## config.mk

```make
export PLATFORM = sky130hd
export DESIGN_NAME = ftl_ctrl
export DESIGN_NICKNAME = d
export VERILOG_FILES = /design/src/hdl/ftl_pkg.sv /design/src/hdl/ftl_ctrl.sv
export SDC_FILE = /design/constraint.sdc
export NUM_CORES = 1
export LEC_CHECK = 0
export BUFFER_PORTS_ARGS = -buffer_cell sky130_fd_sc_hd__buf_2
export CELL_PAD_IN_SITES_DETAIL_PLACEMENT = 0
export CELL_PAD_IN_SITES_GLOBAL_PLACEMENT = 2
export CORE_MARGIN = 1.5
export CORE_UTILIZATION = 23
export DETAILED_ROUTE_END_ITERATION = 8
export GPL_TIMING_DRIVEN = 0
export PLACE_DENSITY = 0.75
export SYNTH_ARGS = -nofsm -noshare
export SYNTH_HDL_FRONTEND = slang
export SYNTH_SLANG_ARGS = --single-unit
```

## constraint.sdc

```tcl
create_clock -name clk -period 1.5 [get_ports clk]
set_clock_uncertainty 0.2 [all_clocks]
set_input_delay 0.225 -clock clk [delete_from_list [all_inputs] [get_ports clk]]
set_output_delay 0.225 -clock clk [all_outputs]
set_load 0.03 [all_outputs]
```

## src/hdl/ftl_pkg.sv

```systemverilog
`timescale 1ns / 1ps

package ftl_pkg;

    localparam int MAX_FRAMES = 1024;
    localparam int IDX_W      = $clog2(MAX_FRAMES);
    localparam int CNT_W      = $clog2(MAX_FRAMES + 1);
    localparam int FRAME_W    = 10;
    localparam int STATUS_W   = 3;
    localparam int ACT_W      = 2;
    localparam int DUR_W      = 27;
    localparam int TIME_W     = 64;
    localparam int SUM_W      = 37;
    localparam int PLAY_W     = 31;
    localparam int DIV_CNT_W  = $clog2(TIME_W);

    localparam logic [DUR_W-1:0] DAY_MS = 27'd86400000;

    localparam logic [ACT_W-1:0] ACT_CLEAR  = 2'd0;
    localparam logic [ACT_W-1:0] ACT_APPEND = 2'd1;
    localparam logic [ACT_W-1:0] ACT_QUERY  = 2'd2;

    localparam logic [STATUS_W-1:0] ST_OK       = 3'd0;
    localparam logic [STATUS_W-1:0] ST_TOO_LONG = 3'd1;
    localparam logic [STATUS_W-1:0] ST_FULL     = 3'd2;
    localparam logic [STATUS_W-1:0] ST_EMPTY    = 3'd3;
    localparam logic [STATUS_W-1:0] ST_ZERO     = 3'd4;

    typedef struct packed {
        logic load;
        logic exec;
        logic div_step;
        logic limit;
        logic cmp;
        logic fin;
        logic push;
    } ftl_cmd_t;

    typedef struct packed {
        logic need_div;
        logic div_last;
        logic limit_hit;
        logic srch_more;
        logic out_free;
    } ftl_sts_t;

endpackage

```

## src/hdl/ftl_ctrl.sv

```systemverilog
`timescale 1ns / 1ps

module ftl_ctrl import ftl_pkg::*; (
    input  logic     clk,
    input  logic     rst_n,
    input  logic     in_valid,
    output logic     in_stall,
    input  ftl_sts_t sts,
    output ftl_cmd_t cmd
);

    typedef enum logic [6:0] {
        S_IDLE  = 7'b0000001,
        S_EXEC  = 7'b0000010,
        S_DIV   = 7'b0000100,
        S_LIMIT = 7'b0001000,
        S_RD    = 7'b0010000,
        S_CMP   = 7'b0100000,
        S_PUSH  = 7'b1000000
    } state_t;

    state_t state_reg, state_next;

    always_comb
    begin
        cmd        = '0;
        in_stall   = 1'b1;
        state_next = state_reg;
        unique case (state_reg)
            S_IDLE:
            begin
                in_stall = 1'b0;
                if (in_valid)
                begin
                    cmd.load   = 1'b1;
                    state_next = S_EXEC;
                end
            end
            S_EXEC:
            begin
                cmd.exec   = 1'b1;
                state_next = sts.need_div ? S_DIV : S_PUSH;
            end
            S_DIV:
            begin
                cmd.div_step = 1'b1;
                if (sts.div_last)
                begin
                    state_next = S_LIMIT;
                end
            end
            S_LIMIT:
            begin
                cmd.limit  = 1'b1;
                state_next = sts.limit_hit ? S_PUSH : S_RD;
            end
            S_RD:
            begin
                if (sts.srch_more)
                begin
                    state_next = S_CMP;
                end
                else
                begin
                    cmd.fin    = 1'b1;
                    state_next = S_PUSH;
                end
            end
            S_CMP:
            begin
                cmd.cmp    = 1'b1;
                state_next = S_RD;
            end
            S_PUSH:
            begin
                if (sts.out_free)
                begin
                    cmd.push   = 1'b1;
                    state_next = S_IDLE;
                end
            end
            default:
            begin
                state_next = S_IDLE;
            end
        endcase
    end

    always_ff @(posedge clk or negedge rst_n)
    begin
        if (!rst_n)
        begin
            state_reg <= S_IDLE;
        end
        else
        begin
            state_reg <= state_next;
        end
    end

`ifndef SYNTHESIS
    a_accept_exec: assert property (@(posedge clk) disable iff (!rst_n)
        (in_valid && !in_stall) |=> (state_reg == S_EXEC))
        else $error("accepted word not executed next cycle");

    a_search_starts: assert property (@(posedge clk) disable iff (!rst_n)
        (state_reg == S_LIMIT && !sts.limit_hit) |=> sts.srch_more)
        else $error("search started with empty range");
`endif

endmodule

```

==> run_results.csv <==
group,metric,value,unit
clock_tree,clock_sinks,7,
detailed_routing,highest_layer,"met3",
detailed_routing,viasPerCell,4.51,
detailed_routing,wirelength,1100,um
power,max-vdd-ir-drop,0.686,mV
die,rows,15,
detailed_routing,route.met3.wl,42,um
die,core-area,1760,um2
synth,synth_edf_count,0,
layout,diodes,0,
placement,dp_hpwl,768,um
critical_path,cp-start-kind,"flip-flop",
timing,fmax,502,MHz
synth,syn_inst,47,
timing,worst_pin_slew,0.293,ns
die,die_area,2190,um2
layout,postLayoutCoreUtil,0.455,
timing,post-route-min-period,1.99,ns
layout,drive_above_1_share,0.632,
synth,seq_area_frac_synth,0.401,
clock_tree,numCtsBuffers,3,
synth,yosys.area.top_type_share,0.341,
critical_path,arrival,1.57,ns
layout,fillCellCount,188,
layout,multiInputGateArea,312,um2
clock_tree,cts_root_buf,"clkbuf_4",
synth,yosys-top-cells-area,"dfrtp_1 34%, nor2_1 6.8%, dfstp_2 6.0%",
job,max-cap-violations,0,
critical_path,required,1.07,ns
detailed_routing,dr.first_iter.drc_count,6,
die,fp.dieW,46.8,um
synth,synth_area_leader_cell,"dfrtp_1",
timing,hold_viol,0,
detailed_routing,firstDrtPassIters,4,
synth,synth_seq_cells,7,
placement,portBuffers,15,
timing,setup_viol,12,
critical_path,cp_top_family,"simple AND/OR/NAND/NOR gates",
synth,yosys_warnings,0,
detailed_routing,drc,0,
synth,synth_cell_types,26,
layout,syn2layout_area_growth,82.1,%
layout,seq_area,183,um2
clock_tree,htreeDepth,1,
synth,synth_flop_cell,"dfrtp_1",
global_routing,antenna_found_initial,0,
clock_tree,clock_latency,0.25,ns
layout,largest_reg_flops,7,
clock_tree,clk_pin_slew,0.05,ns
synth,synth_most_common_cell,"nor2_1",
detailed_routing,wl_met2,571,um
run_status,failed_checks,"negative setup slack",
placement,dp_slack,-0.329,ns
critical_path,path_max_fanout,4,
timing,fin_ws,-0.493,ns
layout,fin_nets,85,
power,powerDensity,1470,nW/um2
timing,rsz0062_at_grt,"true",
detailed_routing,antenna_left,0,
global_routing,grtUsageTotal,0.124,
timing,final_max_slew_viol_count,0,
hold_path,hp-class,"in2reg",
die,start_util,0.250,
power,p_leak,0.386,nW
synth,syn_avg_cell_area,9.37,um2
die,io_pins,16,
placement,routabilityCongestion,0.746,
timing,slew_headroom,0.803,
detailed_routing,met1_length,484,um
critical_path,path_cells,"or3_4, nor3_4, and4b_2, buf_6",
synth,synth_common_cells,"8 x nor2_1, 6 x dfrtp_1, 4 x inv_1",
critical_path,path_buf_inv,1,
synth,async_flop_share,1.00,
global_routing,grt_overflow,0,
clock_tree,cts_tree,"done",
critical_path,crit_type,"reg2out",
run_status,status,"finished with violations",
critical_path,cp_slowest_cell,"dfrtp_2",
detailed_routing,wl_per_cell,10.9,um
global_routing,grt_start_max_net_pins,8,
global_routing,first_global_vias,489,
synth,synth_fp_nets,55,
global_routing,grt_pass1_wl,1860,um
clock_tree,max-clock-path-buffers,2,
timing,tns,-3.38,ns
die,die_y,46.8,um
detailed_routing,vias,456,
synth,syn_area,440,um2
critical_path,endpoint_kind,"output pin",
critical_path,slowest_delay,0.43,ns
timing,fin_crit_sh,1.33,
[final timing paths]
kind                                                from                  endpoint  slack, ns  depth (start not counted)
worst max-delay path            state_reg[1]$_DFFE_PN0P_                    cmd[0]      -0.49                          4
worst min-delay path                              sts[4]  state_reg[2]$_DFFE_PN0P_       0.01                          2
worst max register to register  state_reg[0]$_DFFE_PN1P_  state_reg[6]$_DFFE_PN0P_      -0.14                          5
worst min register to register  state_reg[2]$_DFFE_PN0P_  state_reg[5]$_DFFE_PN0P_       0.49                          2
max in group asynchronous                          rst_n  state_reg[0]$_DFFE_PN1P_       0.72                          2
min in group asynchronous                          rst_n  state_reg[4]$_DFFE_PN0P_       0.14                          2
[per-stage QoR]
stage	instances	hold WS [ns]	cell area (um2)	total power, mW
final	101	0.0105	802	1.18
after global routing	101	0.0124	802	1.26
after CTS	101	0.00670	786	1.18
after detailed placement	87	-0.131	576	0.743
after global placement	87	-0.128	576	0.743
after floorplan	47	-0.271	469	0.636
[what timing repair did]
action / CTS / global route
pin swaps: 8 / 9
hold buffers: 2 / 0
setup buffers: 8 / 0
endpoints found under the setup margin: 11 / 13
hold endpoints to repair: 8 / 0
gates resized for setup: 28 / 5
[logic make-up after synthesis]
| kind of cell | synth area share |
|---|---|
| DFF | 0.401 |
| AOI/OAI and AO/OA | 0.134 |
| buffers and inverters | 0.0426 |
| and+or+nand+nor | 0.403 |
| xor gates and xnor gates | 0.0199 |
[per-layer routing]
layer / vias to the layer above / track usage
met5: - / 0
met4: 0 / 0.0833
met3: 0 / 0.0269
met2: 11 / 0.211
met1: 215 / 0.137
li1: 230 / -
[worst register-to-register path, cell delays in order (launching register included)]
cell     delay, ns
dfstp_2       0.53
buf_6         0.12
nor3_4        0.06
and4b_4       0.21
buf_6         0.11
a221o_1       0.29
[final cells by class]
cell class / instances / area share
Clock buffer: 4 / 0.0328
Inverter: 5 / 0.0265
Multi-Input combinational cell: 35 / 0.388
Sequential cell: 7 / 0.228
Tap cell: 25 / 0.0390
Timing Repair Buffer: 25 / 0.285
[layout by cell type (no fill, tap or decap), drive strengths merged]
master	n
buf	23
nor2	8
dfrtp	6
inv	5
and3	4
clkbuf	4
and4b	3
nor3	2
nor3b	2
dlygate4sd3	2
nand3	2
nor4	1
nor2b	1
or3	1
o211a	1
a221o	1
a21o	1
and2	1
a22o	1
nand2	1
o21ai	1
nand4	1
o211ai	1
xor2	1
a32o	1
dfstp	1
[power by group]
group | leakage, nW | internal [mW] | switching [mW] | total [mW]
clock | 0.0150 | 0.101 | 0.0684 | 0.170
combinational | 0.286 | 0.376 | 0.349 | 0.724
sequential | 0.0851 | 0.241 | 0.0464 | 0.287
total | 0.386 | 0.718 | 0.463 | 1.18
(Power assumes the default switching activity.)
